--- src/hdl/spae_pkg.sv ---
// Package for the sparse polynomial accumulate and evaluate block.
// Holds table sizes, transaction payload structs, the controller state and
// datapath command enums, and the datapath status struct. No dependencies.
package spae_pkg;

   localparam int MAX_TERMS = 16;
   localparam int EXPO_BITS = 8;
   localparam int COEF_W    = 32;
   localparam int EXPO_IN_W = 8;
   localparam int ADDR_W    = $clog2(MAX_TERMS);
   localparam int CNT_W     = $clog2(MAX_TERMS + 1);

   typedef struct packed {
      logic                     action;
      logic signed [COEF_W-1:0] term_coef;
      logic [EXPO_IN_W-1:0]     term_expo;
      logic signed [COEF_W-1:0] x_value;
   } req_type;

   typedef struct packed {
      logic signed [COEF_W-1:0] poly_value;
      logic [CNT_W-1:0]         term_count;
      logic                     status;
   } rsp_type;

   typedef struct packed {
      logic [EXPO_BITS-1:0] expo;
      logic [COEF_W-1:0]    coef;
   } entry_type;

   localparam logic ACTION_ADD  = 1'b0;
   localparam logic ACTION_EVAL = 1'b1;

   typedef enum logic [4:0] {
      ST_IDLE,
      ST_DISPATCH,
      ST_SCAN_RD,
      ST_SCAN_CMP,
      ST_DEL_RD,
      ST_DEL_WR,
      ST_DEL_DONE,
      ST_INS_MARK,
      ST_INS_RD,
      ST_INS_WR,
      ST_INS_PUT,
      ST_EVAL_RD,
      ST_EVAL_LOAD,
      ST_EVAL_POW,
      ST_RSP_OK,
      ST_RSP_FULL,
      ST_RSP_EVAL
   } state_type;

   typedef enum logic [4:0] {
      OP_NONE,
      OP_CAPTURE,
      OP_READ,
      OP_SCAN_NEXT,
      OP_MERGE_WR,
      OP_DEL_RD,
      OP_DEL_WR,
      OP_CNT_DEC,
      OP_MARK,
      OP_INS_RD,
      OP_INS_WR,
      OP_INS_PUT,
      OP_POW_LOAD,
      OP_POW_STEP,
      OP_MAC,
      OP_RSP_OK,
      OP_RSP_FULL,
      OP_RSP_EVAL
   } dp_op_type;

   typedef struct packed {
      logic is_eval;
      logic coef_zero;
      logic idx_at_cnt;
      logic idx_at_pos;
      logic idx_last;
      logic full;
      logic expo_gt;
      logic expo_eq;
      logic sum_zero;
      logic pow_done;
      logic rsp_free;
   } dp_status_type;

endpackage

--- src/hdl/spae_dp.sv ---
// Datapath of the sparse polynomial block: term memory, index counters,
// power and multiply-accumulate unit, and the result register.
// Depends on spae_pkg; driven by commands from spae_ctrl.
module spae_dp (
   input  logic                    clock,
   input  logic                    reset,
   input  spae_pkg::dp_op_type     op,
   input  spae_pkg::req_type       req_data,
   output spae_pkg::dp_status_type status,
   output logic                    rsp_valid,
   input  logic                    rsp_stall,
   output spae_pkg::rsp_type       rsp_data
);

   spae_pkg::entry_type mem [spae_pkg::MAX_TERMS];

   spae_pkg::req_type   req_ff;
   spae_pkg::entry_type rd_ff;
   spae_pkg::rsp_type   rsp_ff;
   logic                rsp_valid_ff;
   logic                rsp_valid_in;

   logic [spae_pkg::CNT_W-1:0] cnt_ff, cnt_in;
   logic [spae_pkg::CNT_W-1:0] idx_ff;
   logic [spae_pkg::CNT_W-1:0] pos_ff;
   logic [spae_pkg::CNT_W-1:0] idx_plus1;
   logic [spae_pkg::CNT_W-1:0] idx_minus1;

   logic [spae_pkg::COEF_W-1:0]    pow_r_ff;
   logic [spae_pkg::COEF_W-1:0]    pow_b_ff;
   logic [spae_pkg::EXPO_BITS-1:0] pow_e_ff;
   logic [spae_pkg::COEF_W-1:0]    acc_ff;
   logic [spae_pkg::COEF_W-1:0]    r_mul;
   logic [spae_pkg::COEF_W-1:0]    b_sq;
   logic [spae_pkg::COEF_W-1:0]    term_prod;

   logic [spae_pkg::EXPO_BITS-1:0] expo_in;
   logic [spae_pkg::COEF_W-1:0]    coef_in;
   logic [spae_pkg::COEF_W-1:0]    sum;

   logic                       mem_we;
   logic                       mem_re;
   logic [spae_pkg::ADDR_W-1:0] mem_waddr;
   logic [spae_pkg::ADDR_W-1:0] mem_raddr;
   spae_pkg::entry_type        mem_wdata;
   logic                       rsp_load;

   assign expo_in    = req_ff.term_expo[spae_pkg::EXPO_BITS-1:0];
   assign coef_in    = req_ff.term_coef;
   assign sum        = rd_ff.coef + coef_in;
   assign idx_plus1  = idx_ff + 1'b1;
   assign idx_minus1 = idx_ff - 1'b1;
   assign r_mul      = pow_r_ff * pow_b_ff;
   assign b_sq       = pow_b_ff * pow_b_ff;
   assign term_prod  = rd_ff.coef * pow_r_ff;

   always_comb begin
      mem_we    = 1'b0;
      mem_re    = 1'b0;
      mem_waddr = idx_ff[spae_pkg::ADDR_W-1:0];
      mem_raddr = idx_ff[spae_pkg::ADDR_W-1:0];
      mem_wdata = rd_ff;
      case (op)
         spae_pkg::OP_READ: begin
            mem_re = 1'b1;
         end
         spae_pkg::OP_DEL_RD: begin
            mem_re    = 1'b1;
            mem_raddr = idx_plus1[spae_pkg::ADDR_W-1:0];
         end
         spae_pkg::OP_INS_RD: begin
            mem_re    = 1'b1;
            mem_raddr = idx_minus1[spae_pkg::ADDR_W-1:0];
         end
         spae_pkg::OP_MERGE_WR: begin
            mem_we         = 1'b1;
            mem_wdata.expo = expo_in;
            mem_wdata.coef = sum;
         end
         spae_pkg::OP_DEL_WR, spae_pkg::OP_INS_WR: begin
            mem_we = 1'b1;
         end
         spae_pkg::OP_INS_PUT: begin
            mem_we         = 1'b1;
            mem_wdata.expo = expo_in;
            mem_wdata.coef = coef_in;
         end
         default: begin
            mem_we = 1'b0;
         end
      endcase
   end

   always_ff @(posedge clock) begin
      if (mem_we) begin
         mem[mem_waddr] <= mem_wdata;
      end
      if (mem_re) begin
         rd_ff <= mem[mem_raddr];
      end
   end

   assign rsp_load = (op == spae_pkg::OP_RSP_OK) || (op == spae_pkg::OP_RSP_FULL) ||
                     (op == spae_pkg::OP_RSP_EVAL);

   always_comb begin
      cnt_in = cnt_ff;
      if (op == spae_pkg::OP_INS_PUT) begin
         cnt_in = cnt_ff + 1'b1;
      end else if (op == spae_pkg::OP_CNT_DEC) begin
         cnt_in = cnt_ff - 1'b1;
      end
      rsp_valid_in = rsp_valid_ff;
      if (rsp_load) begin
         rsp_valid_in = 1'b1;
      end else if (rsp_valid_ff && !rsp_stall) begin
         rsp_valid_in = 1'b0;
      end
   end

   always_ff @(posedge clock) begin
      if (reset) begin
         cnt_ff       <= '0;
         rsp_valid_ff <= 1'b0;
      end else begin
         cnt_ff       <= cnt_in;
         rsp_valid_ff <= rsp_valid_in;
      end
   end

   always_ff @(posedge clock) begin
      case (op)
         spae_pkg::OP_CAPTURE: begin
            req_ff <= req_data;
            idx_ff <= '0;
            acc_ff <= '0;
         end
         spae_pkg::OP_SCAN_NEXT, spae_pkg::OP_DEL_WR: begin
            idx_ff <= idx_plus1;
         end
         spae_pkg::OP_INS_WR: begin
            idx_ff <= idx_minus1;
         end
         spae_pkg::OP_MARK: begin
            pos_ff <= idx_ff;
            idx_ff <= cnt_ff;
         end
         spae_pkg::OP_POW_LOAD: begin
            pow_r_ff <= 32'd1;
            pow_b_ff <= req_ff.x_value;
            pow_e_ff <= rd_ff.expo;
         end
         spae_pkg::OP_POW_STEP: begin
            if (pow_e_ff[0]) begin
               pow_r_ff <= r_mul;
            end
            pow_b_ff <= b_sq;
            pow_e_ff <= pow_e_ff >> 1;
         end
         spae_pkg::OP_MAC: begin
            acc_ff <= acc_ff + term_prod;
            idx_ff <= idx_plus1;
         end
         default: begin
         end
      endcase
      if (rsp_load) begin
         rsp_ff.term_count <= cnt_ff;
         rsp_ff.poly_value <= (op == spae_pkg::OP_RSP_EVAL) ? $signed(acc_ff) : '0;
         rsp_ff.status     <= (op == spae_pkg::OP_RSP_FULL);
      end
   end

   always_comb begin
      status.is_eval    = (req_ff.action == spae_pkg::ACTION_EVAL);
      status.coef_zero  = (coef_in == '0);
      status.idx_at_cnt = (idx_ff == cnt_ff);
      status.idx_at_pos = (idx_ff == pos_ff);
      status.idx_last   = (idx_plus1 >= cnt_ff);
      status.full       = (cnt_ff == spae_pkg::CNT_W'(spae_pkg::MAX_TERMS));
      status.expo_gt    = (rd_ff.expo > expo_in);
      status.expo_eq    = (rd_ff.expo == expo_in);
      status.sum_zero   = (sum == '0);
      status.pow_done   = (pow_e_ff == '0);
      status.rsp_free   = !rsp_valid_ff || !rsp_stall;
   end

   assign rsp_valid = rsp_valid_ff;
   assign rsp_data  = rsp_ff;

   a_cnt_bound: assert property (@(posedge clock) disable iff (reset)
      cnt_ff <= spae_pkg::CNT_W'(spae_pkg::MAX_TERMS))
      else $error("Term count exceeds table depth.");

   a_ins_room: assert property (@(posedge clock) disable iff (reset)
      op == spae_pkg::OP_INS_PUT |-> cnt_ff < spae_pkg::CNT_W'(spae_pkg::MAX_TERMS))
      else $error("Insert issued into a full table.");

   a_shift_range: assert property (@(posedge clock) disable iff (reset)
      op == spae_pkg::OP_INS_RD |-> idx_ff != '0 && idx_ff != pos_ff)
      else $error("Insert shift read outside the moved range.");

   a_rsp_set: assert property (@(posedge clock) disable iff (reset)
      rsp_load |=> rsp_valid_ff)
      else $error("Result register not marked valid after load.");

endmodule

--- src/hdl/spae_ctrl.sv ---
// Controller state machine of the sparse polynomial block.
// Depends on spae_pkg; sequences spae_dp through command and status signals.
module spae_ctrl (
   input  logic                    clock,
   input  logic                    reset,
   input  logic                    req_valid,
   output logic                    req_stall,
   input  spae_pkg::dp_status_type status,
   output spae_pkg::dp_op_type     op
);

   spae_pkg::state_type state_ff, state_in;

   always_ff @(posedge clock) begin
      if (reset) begin
         state_ff <= spae_pkg::ST_IDLE;
      end else begin
         state_ff <= state_in;
      end
   end

   always_comb begin
      state_in = state_ff;
      op       = spae_pkg::OP_NONE;
      case (state_ff)
         spae_pkg::ST_IDLE: begin
            if (req_valid) begin
               op       = spae_pkg::OP_CAPTURE;
               state_in = spae_pkg::ST_DISPATCH;
            end
         end
         spae_pkg::ST_DISPATCH: begin
            if (status.is_eval) begin
               state_in = spae_pkg::ST_EVAL_RD;
            end else if (status.coef_zero) begin
               state_in = spae_pkg::ST_RSP_OK;
            end else begin
               state_in = spae_pkg::ST_SCAN_RD;
            end
         end
         spae_pkg::ST_SCAN_RD: begin
            if (status.idx_at_cnt) begin
               state_in = spae_pkg::ST_INS_MARK;
            end else begin
               op       = spae_pkg::OP_READ;
               state_in = spae_pkg::ST_SCAN_CMP;
            end
         end
         spae_pkg::ST_SCAN_CMP: begin
            if (status.expo_gt) begin
               op       = spae_pkg::OP_SCAN_NEXT;
               state_in = spae_pkg::ST_SCAN_RD;
            end else if (status.expo_eq && status.sum_zero) begin
               state_in = spae_pkg::ST_DEL_RD;
            end else if (status.expo_eq) begin
               op       = spae_pkg::OP_MERGE_WR;
               state_in = spae_pkg::ST_RSP_OK;
            end else begin
               state_in = spae_pkg::ST_INS_MARK;
            end
         end
         spae_pkg::ST_DEL_RD: begin
            if (status.idx_last) begin
               state_in = spae_pkg::ST_DEL_DONE;
            end else begin
               op       = spae_pkg::OP_DEL_RD;
               state_in = spae_pkg::ST_DEL_WR;
            end
         end
         spae_pkg::ST_DEL_WR: begin
            op       = spae_pkg::OP_DEL_WR;
            state_in = spae_pkg::ST_DEL_RD;
         end
         spae_pkg::ST_DEL_DONE: begin
            op       = spae_pkg::OP_CNT_DEC;
            state_in = spae_pkg::ST_RSP_OK;
         end
         spae_pkg::ST_INS_MARK: begin
            if (status.full) begin
               state_in = spae_pkg::ST_RSP_FULL;
            end else begin
               op       = spae_pkg::OP_MARK;
               state_in = spae_pkg::ST_INS_RD;
            end
         end
         spae_pkg::ST_INS_RD: begin
            if (status.idx_at_pos) begin
               state_in = spae_pkg::ST_INS_PUT;
            end else begin
               op       = spae_pkg::OP_INS_RD;
               state_in = spae_pkg::ST_INS_WR;
            end
         end
         spae_pkg::ST_INS_WR: begin
            op       = spae_pkg::OP_INS_WR;
            state_in = spae_pkg::ST_INS_RD;
         end
         spae_pkg::ST_INS_PUT: begin
            op       = spae_pkg::OP_INS_PUT;
            state_in = spae_pkg::ST_RSP_OK;
         end
         spae_pkg::ST_EVAL_RD: begin
            if (status.idx_at_cnt) begin
               state_in = spae_pkg::ST_RSP_EVAL;
            end else begin
               op       = spae_pkg::OP_READ;
               state_in = spae_pkg::ST_EVAL_LOAD;
            end
         end
         spae_pkg::ST_EVAL_LOAD: begin
            op       = spae_pkg::OP_POW_LOAD;
            state_in = spae_pkg::ST_EVAL_POW;
         end
         spae_pkg::ST_EVAL_POW: begin
            if (status.pow_done) begin
               op       = spae_pkg::OP_MAC;
               state_in = spae_pkg::ST_EVAL_RD;
            end else begin
               op = spae_pkg::OP_POW_STEP;
            end
         end
         spae_pkg::ST_RSP_OK: begin
            if (status.rsp_free) begin
               op       = spae_pkg::OP_RSP_OK;
               state_in = spae_pkg::ST_IDLE;
            end
         end
         spae_pkg::ST_RSP_FULL: begin
            if (status.rsp_free) begin
               op       = spae_pkg::OP_RSP_FULL;
               state_in = spae_pkg::ST_IDLE;
            end
         end
         spae_pkg::ST_RSP_EVAL: begin
            if (status.rsp_free) begin
               op       = spae_pkg::OP_RSP_EVAL;
               state_in = spae_pkg::ST_IDLE;
            end
         end
         default: begin
            state_in = spae_pkg::ST_IDLE;
         end
      endcase
   end

   assign req_stall = (state_ff != spae_pkg::ST_IDLE);

   a_accept_dispatch: assert property (@(posedge clock) disable iff (reset)
      req_valid && !req_stall |=> state_ff == spae_pkg::ST_DISPATCH)
      else $error("Accepted transaction was not dispatched.");

   a_rsp_slot: assert property (@(posedge clock) disable iff (reset)
      (op == spae_pkg::OP_RSP_OK || op == spae_pkg::OP_RSP_FULL ||
       op == spae_pkg::OP_RSP_EVAL) |-> status.rsp_free)
      else $error("Result loaded while the output register is occupied.");

   a_full_no_insert: assert property (@(posedge clock) disable iff (reset)
      state_ff == spae_pkg::ST_INS_PUT |-> !status.full)
      else $error("Insert reached on a full table.");

endmodule

--- src/hdl/sparse_polynomial_accumulate_eval.sv ---
// Top level of the sparse polynomial accumulate and evaluate block.
// Depends on spae_pkg, spae_ctrl and spae_dp.
//
// The block holds one polynomial of up to 16 terms, sorted by falling exponent, in a
// term memory with a registered read. One transaction is processed at a time; a finished
// result waits in an output register while the next request is taken. A zero coefficient
// goes straight to the response. Any other add first scans the table term by term ahead
// of the target, then merges into an equal exponent, deletes a term whose sum is zero by
// moving later terms up, or inserts a new term by moving any later terms down; a full
// table answers with the full status. An evaluate reads each held term and runs one
// square-and-multiply step per bit of its exponent up to the highest set bit before it
// accumulates the term. A result is loaded once the output register is free, and the next
// transaction can be taken in the cycle after the result is loaded. Results for adds
// report a value of zero.
module sparse_polynomial_accumulate_eval (
   input  logic              clock,
   input  logic              reset,
   input  logic              req_valid,
   output logic              req_stall,
   input  spae_pkg::req_type req_data,
   output logic              rsp_valid,
   input  logic              rsp_stall,
   output spae_pkg::rsp_type rsp_data
);

   spae_pkg::dp_op_type     op;
   spae_pkg::dp_status_type status;

   spae_ctrl u_ctrl (
      .clock     (clock),
      .reset     (reset),
      .req_valid (req_valid),
      .req_stall (req_stall),
      .status    (status),
      .op        (op)
   );

   spae_dp u_dp (
      .clock     (clock),
      .reset     (reset),
      .op        (op),
      .req_data  (req_data),
      .status    (status),
      .rsp_valid (rsp_valid),
      .rsp_stall (rsp_stall),
      .rsp_data  (rsp_data)
   );

endmodule
--- config.mk ---
export PLATFORM = sky130hd
export DESIGN_NAME = sparse_polynomial_accumulate_eval
export DESIGN_NICKNAME = d
export VERILOG_FILES = /design/src/hdl/spae_pkg.sv /design/src/hdl/spae_dp.sv /design/src/hdl/spae_ctrl.sv /design/src/hdl/sparse_polynomial_accumulate_eval.sv
export SDC_FILE = /design/constraint.sdc
export NUM_CORES = 2
export LEC_CHECK = 0
export ABC_AREA = 1
export BUFFER_PORTS_ARGS = -buffer_cell sky130_fd_sc_hd__buf_2
export CORE_ASPECT_RATIO = 2
export CORE_UTILIZATION = 59
export DETAILED_ROUTE_END_ITERATION = 12
export PLACE_DENSITY = 0.82
export SETUP_SLACK_MARGIN = 0.4
export SKIP_CTS_REPAIR_TIMING = 1
export SYNTH_ARGS = -nofsm -noshare
export SYNTH_HDL_FRONTEND = slang
export SYNTH_SLANG_ARGS = --single-unit
--- constraint.sdc ---
create_clock -name clock -period 6.9 [get_ports clock]
set_input_delay 0.69 -clock clock [delete_from_list [all_inputs] [get_ports clock]]
set_output_delay 0.69 -clock clock [all_outputs]
set_load 0.01 [all_outputs]
==> reports/results.txt <==
Status: finished with violations
Chip Height: 551 um
VDD IR max: 0.901 mV
Clk root buf: clkbuf_16
Grt met3 use: 7.17%
Yosys cell types: 55
Post-DP HPWL: 216000 um
Total number of vias: 72400
Area share of the largest cell type after synthesis: 30.6%
Post-DR vias/cell: 5.73
Final period demand of the worst path: 7140 ps
Final WL: 297000 um
Worst hold stages: 1
Layout Utilization: 68.3%
Max FO, Critical Path: 8
Synth Instances: 10200
Worst Path Required: 7450 ps
Clock Tree Buf Depth: 3
Die ar.: 152000 um2
Remaining Overflow, GRT: 0
Max-cap violations: 1
Worst setup margin: -241 ps
Syn nets: 11900
Skew final: 50.9 ps
LEAKAGE: 53.5 nW
Non-Filler Instances: 12600
Residual DRC count: 0
Cell area power density: 423 nW/um2
Area leader, netlist: edfxtp_1
Unrepaired setup endpoints after global routing: true
Die width: 276 um
CTS tree: yes
Routed Antenna Nets: 0
CTS Buf Count: 82
Met2 Track Usage GR: 67.5%
# IOs: 117
Slowest-stage cell, CP: fa_1
Worst Path Class, Setup: reg2reg
Async set-reset flop share out of synthesis: 0%
Num rows: 201
Crit path max-delay family: adder cells
Layout cells sized above 1: 13.5%
Final Max Tran Viols: 31
H-tree depth: 3
Fin crit share: 103%
Worst Tran Pin Value: 1610 ps
Violated checks: max-capacitance violations, max-slew violations, negative setup slack
Worst Path Buf+Inv: 7
Synthesis Warnings: 0
Slew margin rel.: -7.59%
First drt pass iteration count: 6
Vias in the first global route: 76700
Final-stage net count: 12400
Gr busiest metal: met2
Buffers on Ports: 116
Clk sinks: 916
Path length in cells of the critical path: 25
Worst hold slack: 111 ps
First-pass GRT wire length: 425000 um
Synthesized area per cell: 8.71 um2
Post-synthesis sequential area ratio: 30.8%
Clock transition at the registers of the reported paths: 80 ps
Crit path DAT: 7700 ps
Core ar.: 150000 um2
Largest net degree at the start of global routing: 137
Startpoint types: flop
Synth-to-layout area growth: 15.1%
DR iter-0 viols: 6782
Worst Setup End Kind: flop
Largest cells by area after synthesis: edfxtp_1, fa_1, inv_1, nand2_1, ha_1
Placed Cells: 12400
Critical path's largest stage delay: 600 ps
GRT Total Usage: 37.6%
Ys flop type: edfxtp_1
HP Class: in2reg
Initial antenna violation count: 12
Number of synthesized register bits: 916
RePlAce Congestion: 1.06
# setup viols final: 22
Fmax: 140 MHz
Worst reg2reg path depth: 25
Most common cell on crit path: fa_1
Hold Violations, Final: 0
Starting Density: 59.4%
Post-synth EDFFs: 905
Clk_lat worst skew: 750 ps
Drt wl/cell: 23.5 um
M1 GR Usage: 33.9%
Mapped cell area: 88800 um2
==> sequential cells by signal (all words and copies together), names as in the netlist <==
signal and count:
u_dp.status 1, u_dp.pos_ff 5, u_dp.acc_ff 32, u_dp.pow_r_ff 32
u_dp.rsp_valid 1, u_dp.expo_in 8, u_dp.req_ff 32, u_dp.idx_ff 5
u_dp.pow_b_ff 32, u_dp.rd_ff 40, u_dp.rsp_data 38, u_dp.cnt_ff 5
u_dp.coef_in 32, u_dp.mem 640, u_dp.pow_e_ff 8, u_ctrl.state_ff 5
==> final cells by class <==
cell class	count	area, um2
Antenna cell	7	17.5
Tap cell	1928	2410
Timing Repair Buffer	793	7550
Multi-Input combinational cell	6003	51300
Fill cell	10700	47400
Sequential cell	916	27400
Inverter	2840	10700
Clock buffer	87	2070
Clock inverter	63	818
==> path summary, 6_finish.rpt <==
check                           from                  to  slack (ps)
setup reg to reg    u_dp.pow_r_ff[5]   u_dp.pow_r_ff[26]        -240
setup / recovery    u_dp.pow_r_ff[5]   u_dp.pow_r_ff[26]        -240
hold reg to reg   u_ctrl.state_ff[1]  u_ctrl.state_ff[1]         520
hold / removal          req_data[64]    u_dp.coef_in[24]         110
==> through the flow <==
step	setup WS (ps)	TNS [ps]	cell area (um2)	power, mW
floorplan	278	0	89300	23.7
global placement	-296	-2400	95600	32.1
detailed placement	-360	-3930	95600	32.7
CTS	-375	-5990	98500	37.9
global route	-535	-8840	102000	45.7
finish	-241	-2680	102000	43.2
==> cells in the mapped netlist (all sizes together) (12+ instances only) <==
master,instances
nand3,660
nor2,243
ha,431
clkbuf,249
inv,2838
edfxtp,905
xnor2,125
o21ai,103
buf,187
nand2,2770
a21oi,155
a21o,18
xor2,93
a31oi,13
nand3b,12
fa,1212
nand4,34
nor4,14
nor3,26
or2,29
==> worst register-to-register path: stages (launching register included) <==
cell and delay (ps):
edfxtp_1 430, buf_12 190, buf_12 150, buf_4 200, nand2_1 90, inv_1 50
fa_1 600, fa_1 440, fa_1 560, inv_1 70, fa_1 480, inv_1 60
fa_1 470, ha_1 350, fa_1 520, fa_1 430, ha_1 370, a21oi_1 230
o21ai_1 170, a21oi_2 200, nand3_2 130, a31o_4 250, a21oi_2 170, buf_4 140
o21ai_1 50, a21oi_1 180
==> kinds of logic (layout without fill, tap and decap cells) <==
group / count (synthesis) / after routing / synth area share (%)
xor gates and xnor gates: 218 / 218 / 2.17
buffers and inverters: 3276 / 3783 / 14.0
other: 0 / 7 / 0
DFF: 916 / 916 / 30.8
AOI/OAI and AO/OA: 344 / 344 / 2.19
and+or+nand+nor: 3798 / 3798 / 17.4
adders and majority gates: 1643 / 1643 / 33.4
==> layer usage <==
layer / share of wire [%] / vias to the layer above / routed length, um
met4: 14 / 10 / 40700
met1: 28 / 34600 / 81900
met5: 0.027 / - / 80
met3: 8.6 / 2230 / 25500
li1: - / 30900 / -
met2: 50 / 4616 / 149000
==> layout by cell type (no fill, tap or decap), drive strengths merged, types with 18 or more instances in the layout <==
| cell | count |
|---|---|
| nor3 | 26 |
| nor2 | 243 |
| nand3 | 660 |
| xor2 | 93 |
| buf | 777 |
| edfxtp | 905 |
| inv | 2853 |
| clkbuf | 103 |
| or2 | 29 |
| nand2 | 2770 |
| a21oi | 155 |
| o21ai | 103 |
| nand4 | 34 |
| clkinv | 34 |
| fa | 1212 |
| xnor2 | 125 |
| a21o | 18 |
| ha | 431 |
==> report_power, final <==
part	total [mW]	leakage, nW	internal, mW	switching [mW]
Combinational	30.2	43.6	11.5	18.7
Clock	5.03	1.39	2.67	2.36
Sequential	7.98	8.46	7.49	0.485
No activity file was read; power rests on OpenSTA's default activity.
